$ cat src/hw/rtl/lif_neuron_array_tick_defines.svh
// Assertion macros used by the neuron array controller.
`ifndef LIF_NEURON_ARRAY_TICK_DEFINES_SVH
`define LIF_NEURON_ARRAY_TICK_DEFINES_SVH

// Same-cycle implication, disabled during reset.
`define LIF_ASSERT_NOW(label, ante, cons, msg) \
  label: assert property (@(posedge clk) disable iff (rst) (ante) |-> (cons)) else $error(msg);

// Next-cycle implication, disabled during reset.
`define LIF_ASSERT_NEXT(label, ante, cons, msg) \
  label: assert property (@(posedge clk) disable iff (rst) (ante) |=> (cons)) else $error(msg);

`endif

$ cat src/hw/rtl/lif_pkg.sv
// Shared types, register map and command codes of the neuron array.
package lif_pkg;

  localparam int NEURONS_DEF    = 32;
  localparam int VALUE_BITS_DEF = 32;
  localparam int PADDR_BITS     = 5;

  localparam logic [2:0] REG_MEMBRANE_SCALE   = 3'd0;
  localparam logic [2:0] REG_DENDRITE_SCALE   = 3'd1;
  localparam logic [2:0] REG_SYNAPSE_DECAY    = 3'd2;
  localparam logic [2:0] REG_FIRE_THRESHOLD   = 3'd3;
  localparam logic [2:0] REG_REST_LEVEL       = 3'd4;
  localparam logic [2:0] REG_REFRACTORY_TICKS = 3'd5;

  localparam logic [15:0] MEMBRANE_SCALE_RST   = 16'd6554;
  localparam logic [15:0] DENDRITE_SCALE_RST   = 16'd1311;
  localparam logic [15:0] SYNAPSE_DECAY_RST    = 16'd63918;
  localparam logic [31:0] FIRE_THRESHOLD_RST   = 32'd1677722;
  localparam logic [31:0] REST_LEVEL_RST       = 32'd0;
  localparam logic [15:0] REFRACTORY_TICKS_RST = 16'd40;

  typedef enum logic [1:0] {
    CMD_ADD_WEIGHT = 2'd0,
    CMD_TICK       = 2'd1,
    CMD_SET_BG     = 2'd2,
    CMD_SET_DEND   = 2'd3
  } cmd_t;

  typedef struct packed {
    logic [1:0]         cmd;
    logic [4:0]         neuron;
    logic signed [31:0] amount;
  } req_t;

  typedef struct packed {
    logic [4:0] spike_neuron;
    logic       spike_valid;
    logic       last;
  } rsp_t;

  typedef struct packed {
    logic [15:0]        membrane_scale;
    logic [15:0]        dendrite_scale;
    logic [15:0]        synapse_decay;
    logic signed [31:0] fire_threshold;
    logic signed [31:0] rest_level;
    logic [15:0]        refractory_ticks;
  } cfg_t;

  typedef enum logic [3:0] {
    ST_IDLE,
    ST_DECODE,
    ST_CMD_WRITE,
    ST_READ,
    ST_MUL1,
    ST_MUL2,
    ST_MUL3,
    ST_WRITE,
    ST_LAST
  } state_t;

  // Controller to datapath commands.
  typedef struct packed {
    logic load;
    logic rd_en;
    logic mul1;
    logic mul2;
    logic mul3;
    logic tick_wr;
    logic op_wr;
    logic emit_spike;
    logic emit_last;
  } ctl_t;

  // Datapath to controller status.
  typedef struct packed {
    logic is_tick;
    logic in_range;
    logic spike;
    logic out_free;
  } sts_t;

endpackage

$ cat src/hw/rtl/lif_ctrl.sv
// Controller: sequences commands and the per-neuron tick walk.
`include "lif_neuron_array_tick_defines.svh"

module lif_ctrl import lif_pkg::*; #(
  parameter  int NEURONS = NEURONS_DEF,
  localparam int IW      = (NEURONS > 1) ? $clog2(NEURONS) : 1
) (
  input  logic          clk,
  input  logic          rst,
  input  logic          req_valid,
  output logic          req_ready,
  input  sts_t          sts,
  output ctl_t          ctl,
  output logic [IW-1:0] idx
);

  localparam logic [IW-1:0] LAST_IDX = IW'(NEURONS - 1);

  state_t        state;
  state_t        state_next;
  logic [IW-1:0] idx_next;

  always_ff @(posedge clk) begin
    if (rst) begin
      state <= ST_IDLE;
      idx   <= '0;
    end else begin
      state <= state_next;
      idx   <= idx_next;
    end
  end

  always_comb begin
    state_next = state;
    idx_next   = idx;
    ctl        = '0;
    req_ready  = 1'b0;
    case (state)
      ST_IDLE: begin
        req_ready = 1'b1;
        idx_next  = '0;
        if (req_valid) begin
          ctl.load   = 1'b1;
          state_next = ST_DECODE;
        end
      end
      ST_DECODE: begin
        ctl.rd_en = 1'b1;
        if (sts.is_tick) begin
          state_next = ST_MUL1;
        end else if (sts.in_range) begin
          state_next = ST_CMD_WRITE;
        end else begin
          state_next = ST_IDLE;
        end
      end
      ST_CMD_WRITE: begin
        ctl.op_wr  = 1'b1;
        state_next = ST_IDLE;
      end
      ST_READ: begin
        ctl.rd_en  = 1'b1;
        state_next = ST_MUL1;
      end
      ST_MUL1: begin
        ctl.mul1   = 1'b1;
        state_next = ST_MUL2;
      end
      ST_MUL2: begin
        ctl.mul2   = 1'b1;
        state_next = ST_MUL3;
      end
      ST_MUL3: begin
        ctl.mul3   = 1'b1;
        state_next = ST_WRITE;
      end
      ST_WRITE: begin
        if (!sts.spike || sts.out_free) begin
          ctl.tick_wr    = 1'b1;
          ctl.emit_spike = sts.spike;
          if (idx == LAST_IDX) begin
            state_next = ST_LAST;
          end else begin
            idx_next   = idx + 1'b1;
            state_next = ST_READ;
          end
        end
      end
      ST_LAST: begin
        if (sts.out_free) begin
          ctl.emit_last = 1'b1;
          state_next    = ST_IDLE;
        end
      end
      default: begin
        state_next = ST_IDLE;
      end
    endcase
  end

  `LIF_ASSERT_NOW(a_no_rw_clash, ctl.rd_en, !(ctl.tick_wr || ctl.op_wr), "row read and write clash")
  `LIF_ASSERT_NOW(a_emit_room, ctl.emit_spike || ctl.emit_last, sts.out_free, "result register overrun")
  `LIF_ASSERT_NEXT(a_last_idle, ctl.emit_last, state == ST_IDLE && req_ready, "no return to idle after end marker")
  `LIF_ASSERT_NOW(a_idx_range, state == ST_WRITE, idx <= LAST_IDX, "neuron index past array end")

endmodule
$ cat config.mk
export PLATFORM = sky130hd
export DESIGN_NAME = lif_ctrl
export DESIGN_NICKNAME = d
export VERILOG_FILES = /design/src/hw/rtl/lif_pkg.sv /design/src/hw/rtl/lif_ctrl.sv
export VERILOG_INCLUDE_DIRS = /design/src /design/src/hw/rtl
export SDC_FILE = /design/constraint.sdc
export NUM_CORES = 1
export LEC_CHECK = 0
export BUFFER_PORTS_ARGS = -buffer_cell sky130_fd_sc_hd__clkbuf_2
export CAP_MARGIN = 10
export CORE_MARGIN = 3
export CORE_UTILIZATION = 40
export CTS_BUF_LIST = sky130_fd_sc_hd__clkbuf_4
export DETAILED_ROUTE_END_ITERATION = 10
export GPL_TIMING_DRIVEN = 0
export PLACE_DENSITY = 0.67
export SETUP_SLACK_MARGIN = 0.05
export SYNTH_ARGS = -nofsm -noshare
export SYNTH_HDL_FRONTEND = slang
export SYNTH_SLANG_ARGS = --single-unit
$ cat constraint.sdc
create_clock -name clk -period 3.05 [get_ports clk]
set_input_delay 0.1525 -clock clk [delete_from_list [all_inputs] [get_ports clk]]
set_output_delay 0.1525 -clock clk [all_outputs]
set_load 0.005 [all_outputs]
-- Word level (Yosys, flattened, before mapping)
Cells that the tools add are included.
- register bits after elaboration: 9
- bits in latches: 0
- memory bits (writable): 0
- bits in read-only memories: 0
- bits of input ports: 7
- output and inout port bits: 15
- logic and storage cells: 47
- memories: 0
- add/subtract/negate cells: 1
- $mul: 0
- divide/modulo/power cells: 0
- magnitude comparators: 0
- equality and inequality tests: 13
- shifts and indexed selects: 0
- multiplexer cells: 24
- bitwise logic cells: 0
- reduce and logical (&&, ||, !) cells: 7
- operators with widths (cell ; count):
    $pmux 4 s8 ; 1
    $mux 4 ; 5
    $eq 4x3->1 const B ; 4
    $mux 1 ; 14
    $mux 5 ; 2
    $pmux 5 s2 ; 1
    $eq 4x2->1 const B ; 2
    $ne 2x2->1 const B ; 4
    $reduce_and 3->1 ; 2
    $add 5x1->5 const B ; 1
    $eq 5x5->1 const B ; 1
    $eq 4x1->1 const B ; 1
    $eq 4x4->1 const B ; 1
    $logic_not 4->1 ; 1
    $mux 2 ; 1
    $reduce_bool 2->1 ; 1
    $reduce_or 2->1 ; 1
    $logic_not 1->1 ; 1
    $logic_or 1x1->1 ; 1

-- Logic depth before layout (Yosys ltp)
Gate-level depths: netlist (run 1).
- depth in word-level cells: 4
- depth in mapped cells: 6

-- Worst setup path after synthesis (run 1)
Ideal clock, no wire load.
- kind: register to register
- start point: reg idx[0]
- end point: reg idx[3]
- library setup time: 0.070 ns
- data arrival time: 1.787 ns
- data required time: 2.980 ns
- slack: 1.194 ns
- stages on the path, launching flop included: 7
- path buffers: 0
- clock period less this slack: 1.856 ns
- cell sequence: dfxtp_1 > ha_1 > and3_1 > ha_1 > or3_4 > or3_1 > a21oi_1
- longest elaborated chain between the ends: 4
- elaborated cells on any way between the ends: 7
- those cells by class: 1 x add/sub; 2 x eq/ne; 3 x mux; 1 x reduce/logical
- ends and longest elaborated chain (item ; line ; text):
    from (decl) ; lif_ctrl.sv:14 ; output logic [IW-1:0] idx
    from (signal assigned) ; lif_ctrl.sv:29 ; idx <= idx_next;
    $add 5x1->5 ; lif_ctrl.sv:84 ; idx_next = idx + 1'b1;
    $mux 5 ; lif_ctrl.sv:81 ; if (idx == LAST_IDX) begin
    $mux 5 ; lif_ctrl.sv:78 ; if (!sts.spike || sts.out_free) begin
    $pmux 5 s2 ; lif_ctrl.sv:38 ; case (state)
Several ways; a longest one is shown, not always the timed one. The select of a mux whose other input is x is not followed.
A chain may end at the register's enable or synchronous reset.

-- Worst setup path in the final report (run 1)
Ends and elaborated chain as after synthesis.

==> results of run 1 <==
report_power, final:
part           total [mW]  internal, mW  switching (mW)  leakage [nW]
Sequential          0.122         0.120         0.00246        0.0729
Clock               0.100        0.0593          0.0408        0.0184
Combinational      0.0415        0.0177          0.0238         0.258
routing by layer:
metal | share of wire [%] | up-vias | track usage (%)
met3 | 5.2 | 2 | 7.32
met5 | 0 | - | 0
met1 | 48 | 266 | 20.8
met2 | 47 | 14 | 22.1
met4 | 0.44 | 0 | 1.81
li1 | - | 310 | -
synth_stat cells:
master     n  area (sq um)
o21a_1     1          7.51
a21oi_1    7          35.0
o221ai_1   1          8.76
nand2b_1   2          12.5
buf_4      1          7.51
nand3_1    5          25.0
and4b_1    2          20.0
dfxtp_1    9           180
clkbuf_1   2          7.51
nor4b_1    1          8.76
and2_1     2          12.5
a21boi_0   1          7.51
or2_2      1          6.26
clkbuf_2   1          5.00
nand2_1    3          11.3
o2bb2ai_1  1          8.76
or3_4      1          11.3
nor3_1     4          20.0
or3_1      1          6.26
and3_1     2          12.5
inv_1      2          7.51
nor2_1     8          30.0
xnor2_1    2          17.5
o22ai_1    1          6.26
nor3b_1    1          7.51
o21ai_0    3          15.0
nor4bb_1   1          10.0
ha_1       2          25.0
nand4b_4   1          23.8
buf_6      1          11.3
a31oi_1    1          6.26
nor2b_1    2          12.5
worst reg2reg max path, cell delays in order, from the launching register on:
cell and delay, ps:
dfxtp_1 340, ha_1 210, and3_1 180, ha_1 240
or3_4 430, or3_1 350, a21oi_1 140
layout by cell type (no fill, tap or decap), drive strengths merged, types with 3 or more instances in the layout:
cell	n
a21oi	7
clkbuf	27
dfxtp	9
nand2	3
nand3	5
nor2	8
nor3	4
o21ai	3
through the flow:
step,setup WS [ps],cell area (sq um),instances,hold slack (ps),utilization (%)
finish,1090,736,112,164,55.2
CTS,1090,736,112,159,55.2
global placement,1120,706,108,430,52.9
global route,1020,736,112,159,55.2
detailed placement,1110,706,108,437,52.9
floorplan,1190,587,73,364,-
state kept, by name, summed over array words and instances (netlist names):
| name | count |
|---|---|
| state | 4 |
| idx | 5 |
worst paths after layout:
kind                            slack, ps     end  cells after the start
worst max-delay path                 1090  idx[3]                      6
worst min-delay path                  160  idx[1]                      2
worst max register to register       1090  idx[3]                      6
worst min register to register        500  idx[4]                      2
layout make-up:
| type | instances | share of cell area (%) |
|---|---|---|
| Tap cell | 15 | 2.55 |
| Buffer | 5 | 4.25 |
| Multi-Input combinational cell | 57 | 50.0 |
| Sequential cell | 9 | 24.5 |
| Clock buffer | 4 | 4.08 |
| Inverter | 2 | 1.02 |
| Timing Repair Buffer | 20 | 13.6 |
cell families after synthesis:
| group | count (synthesis) | share of synthesized area (%) |
|---|---|---|
| buffers and inverters | 7 | 6.61 |
| DFF | 9 | 30.7 |
| AOI/OAI and AO/OA | 16 | 16.2 |
| xor gates and xnor gates | 2 | 2.99 |
| and+or+nand+nor | 37 | 39.2 |
| adders and majority gates | 2 | 4.26 |
==> run metrics, run 1 <==
number of vias per cell=5.29; GR Util All Layers=15.1%; CP Capture Type=register; mapped cell area=587 sq um; sequential area share after synthesis=30.7%; Clock H-tree levels=1; Least-Margin Pin Slew=389 ps; period utilization=64.3%; Clock Tree Buf Depth=2; gr ovfl total=0; CTS tree=yes; Post-CTS Setup Bufs=0; Tmin final=1960 ps; diode count=0; Setup Viol. Count Final=0; CP startpoint=idx[0]; antenna-violating nets left=0; Clock Latency Late Sink=260 ps; Syn Nets=82; post-layout total power=0.264 mW; total clock sinks=9; initial core utilization=44.0%; largest net degree at the start of global routing=11; initial antenna violation count=0; Worst Min Path Start=rst; setup_tns=0 ps; Detailed Place HPWL=1.07 mm; Critical Path AT=2150 ps; WL final=1.37 mm; Die Area=1960 sq um; WP data required=3240 ps; vias in the first global route=494; PortBufs=20; status=complete, no violations; Leak Pwr=0.349 nW; Slowest-stage cell, CP=or3_4; # fillers=135; die height=44.3 um; Critical Path Fanout Max=6; reg2reg start=idx[0]; Synth Warn #=0; relative slew slack=73.9%; First DRT Iteration DRCs=11; Syn Inst Count=73; P&R area growth vs syn=25.4%; crit path kind=reg2reg; number of max-slew violations in the final report=0; Reg clk slew, reported paths=60 ps; DRC Markers=0; Rows=13; unique cell type count in the Yosys netlist=32; CTS Buf Count=3; routability congestion estimate=0.864; max-cap violations=0; CP max stage delay=430 ps; DRT Pass-1 Iters=4; final hold vios=0; CP dominant cell by count=ha_1; vias=592; Post-Route Skew=3.82 ps; VDD IR-drop max=0.366 mV; critical-path cell list=ha_1 -> and3_1 -> ha_1 -> or3_4 -> or3_1 -> a21oi_1; Ports=22; footprint of the multi-input gates=368 sq um; delay-heaviest family, CP=simple AND/OR/NAND/NOR gates; core area=1330 sq um; Max Freq=510 MHz; number of synthesized register bits=9; RSZ-0062 raised after global routing=no; WP buf/inv=0; first-pass GRT wire length=2.18 mm; Power Dens Cells=359 nW/um^2; chip width=44.3 um; post-cts resize count=0; syn_area_per_cell=8.04 sq um; CTS Hold Buffers Added=0; critical path launch point type=register; Hold WC Path Type=in2reg; FF+latch area=180 sq um; CTS root buf=clkbuf_4; Layout Nets=107; layout cells sized above 1=30.9%; WL/cell=12.3 um
Note: power is estimated with default switching activity, not from simulation.
==> run 2, diff against run 1 <==
Settings changed: PLACE_DENSITY 0.67 to 0.7.
Clock period 3.05 ns to 1.7 ns, I/O delays scaled along.
==> run metrics, run 2 (synthesis gave the netlist of run 1 again) <==
status=complete, no violations; CTS root buf=clkbuf_4; First DRT Iteration DRCs=19; initial core utilization=44.0%; Critical Path Fanout Max=4; Max Freq=589 MHz; Power Dens Cells=593 nW/um^2; largest net degree at the start of global routing=11; reg2reg start=idx[0]; CP Capture Type=register; P&R area growth vs syn=40.1%; number of vias per cell=5.34; antenna-violating nets left=0; FF+latch area=183 sq um; critical path launch point type=register; vias in the first global route=572; DRT Pass-1 Iters=5; final hold vios=0; footprint of the multi-input gates=427 sq um; Rows=13; first-pass GRT wire length=2.55 mm; setup_tns=0 ps; Post-Route Skew=7.66 ps; Hold WC Path Type=in2reg; period utilization=99.9%; CP startpoint=idx[0]; Layout Nets=110; layout cells sized above 1=46.0%; relative slew slack=72.5%; max FFs per register=5; gr ovfl total=0; CTS Buf Count=3; PortBufs=20; total clock sinks=9; most frequent cells in the layout=clkbuf_2 (23), nor2_1 (7), dfxtp_1 (7); vias=614; max-cap violations=0; die height=44.3 um; WL final=1.53 mm; largest reg by FF count=idx; Worst Reg-to-Reg Cells=6; Worst Min Path Start=rst; routability congestion estimate=0.796; chip width=44.3 um; RSZ-0062 raised after global routing=yes; # fillers=125; final design utilization=61.6%; Hold Crit Depth=2; Reg clk slew, reported paths=70 ps; DRC Markers=0; number of max-slew violations in the final report=0; Tmin final=1700 ps; Setup Viol. Count Final=0; Critical Path AT=1910 ps; Leak Pwr=0.369 nW; Die Area=1960 sq um; Ports=22; CTS Hold Buffers Added=0; CTS tree=yes; Clock H-tree levels=1; crit path kind=reg2reg; Clock Tree Buf Depth=2; Detailed Place HPWL=1.06 mm; core area=1330 sq um; Clock Latency Late Sink=270 ps; initial antenna violation count=0; Post-DP Area=727 sq um; WP data required=1910 ps; WL/cell=13.3 um; commonest non-fill, non-tap cell in the layout=clkbuf_2; Least-Margin Pin Slew=412 ps; Largest regs=idx x5, state x4; VDD IR-drop max=0.325 mV; GR Util All Layers=17.2%; diode count=0; design area=822 sq um
[run 2: cell types whose count changed in the layout (fill, tap and decap cells not counted), moves of 2 or more]
cell      delta
dfxtp_1      -2
ha_4         +2
buf_4        +3
dfxtp_2      +2
clkbuf_1     -2
clkbuf_2     +2
ha_1         -2
[run 2: layout make-up]
type                    count  area share (%)
multi-input cells          57            51.9
repair buffers             23            14.9
clock buffers               4            3.65
inverters                   2           0.913
well taps                  15            2.28
flip-flops and latches      9            22.2
plain buffers               5            4.11
[run 2: metrics by stage]
step	setup WS [ps]	power, mW	instances	hold slack (ps)
2_1_floorplan	21.0	0.271	73	280
3_3_place_gp	-24.0	0.297	108	371
3_5_place_dp	-33.6	0.299	108	375
4_1_cts	-11.5	0.490	115	89.8
5_1_grt	-46.4	0.508	115	112
6_report	2.36	0.487	115	98.6
[run 2: path summary, 6_finish.rpt]
check           end  slack [ps]
min          idx[1]         100
max reg2reg  idx[3]           2
min reg2reg  idx[4]         540
max          idx[3]           2
[run 2: critical path: stages (launching register included)]
cell	delay, ps
dfxtp_2	340
ha_4	160
and3_4	180
ha_4	160
or3_4	380
or3_4	330
a21oi_2	110
[run 2: where the power goes]
group	internal, mW	switching, mW	total, mW
Clock	0.107	0.0813	0.188
Combinational	0.0342	0.0452	0.0795
Sequential	0.215	0.00462	0.220
Total	0.356	0.131	0.487
[run 2: layer usage]
metal / wire (um) / part of all wire, % / global-route usage [%]
met1: 683 / 45 / 24.0
met2: 753 / 49 / 26.5
met5: 0 / 0 / 0
met4: 0 / 0 / 1.81
met3: 97 / 6.3 / 6.10
[run 2: what timing repair did]
action | 4_1_cts | 5_1_grt
buffers inserted | 3 | 0
endpoints found under the hold margin | 0 | 0
pin swaps | 1 | 1
setup endpoints to repair | 3 | 9
gates resized for setup | 3 | 9
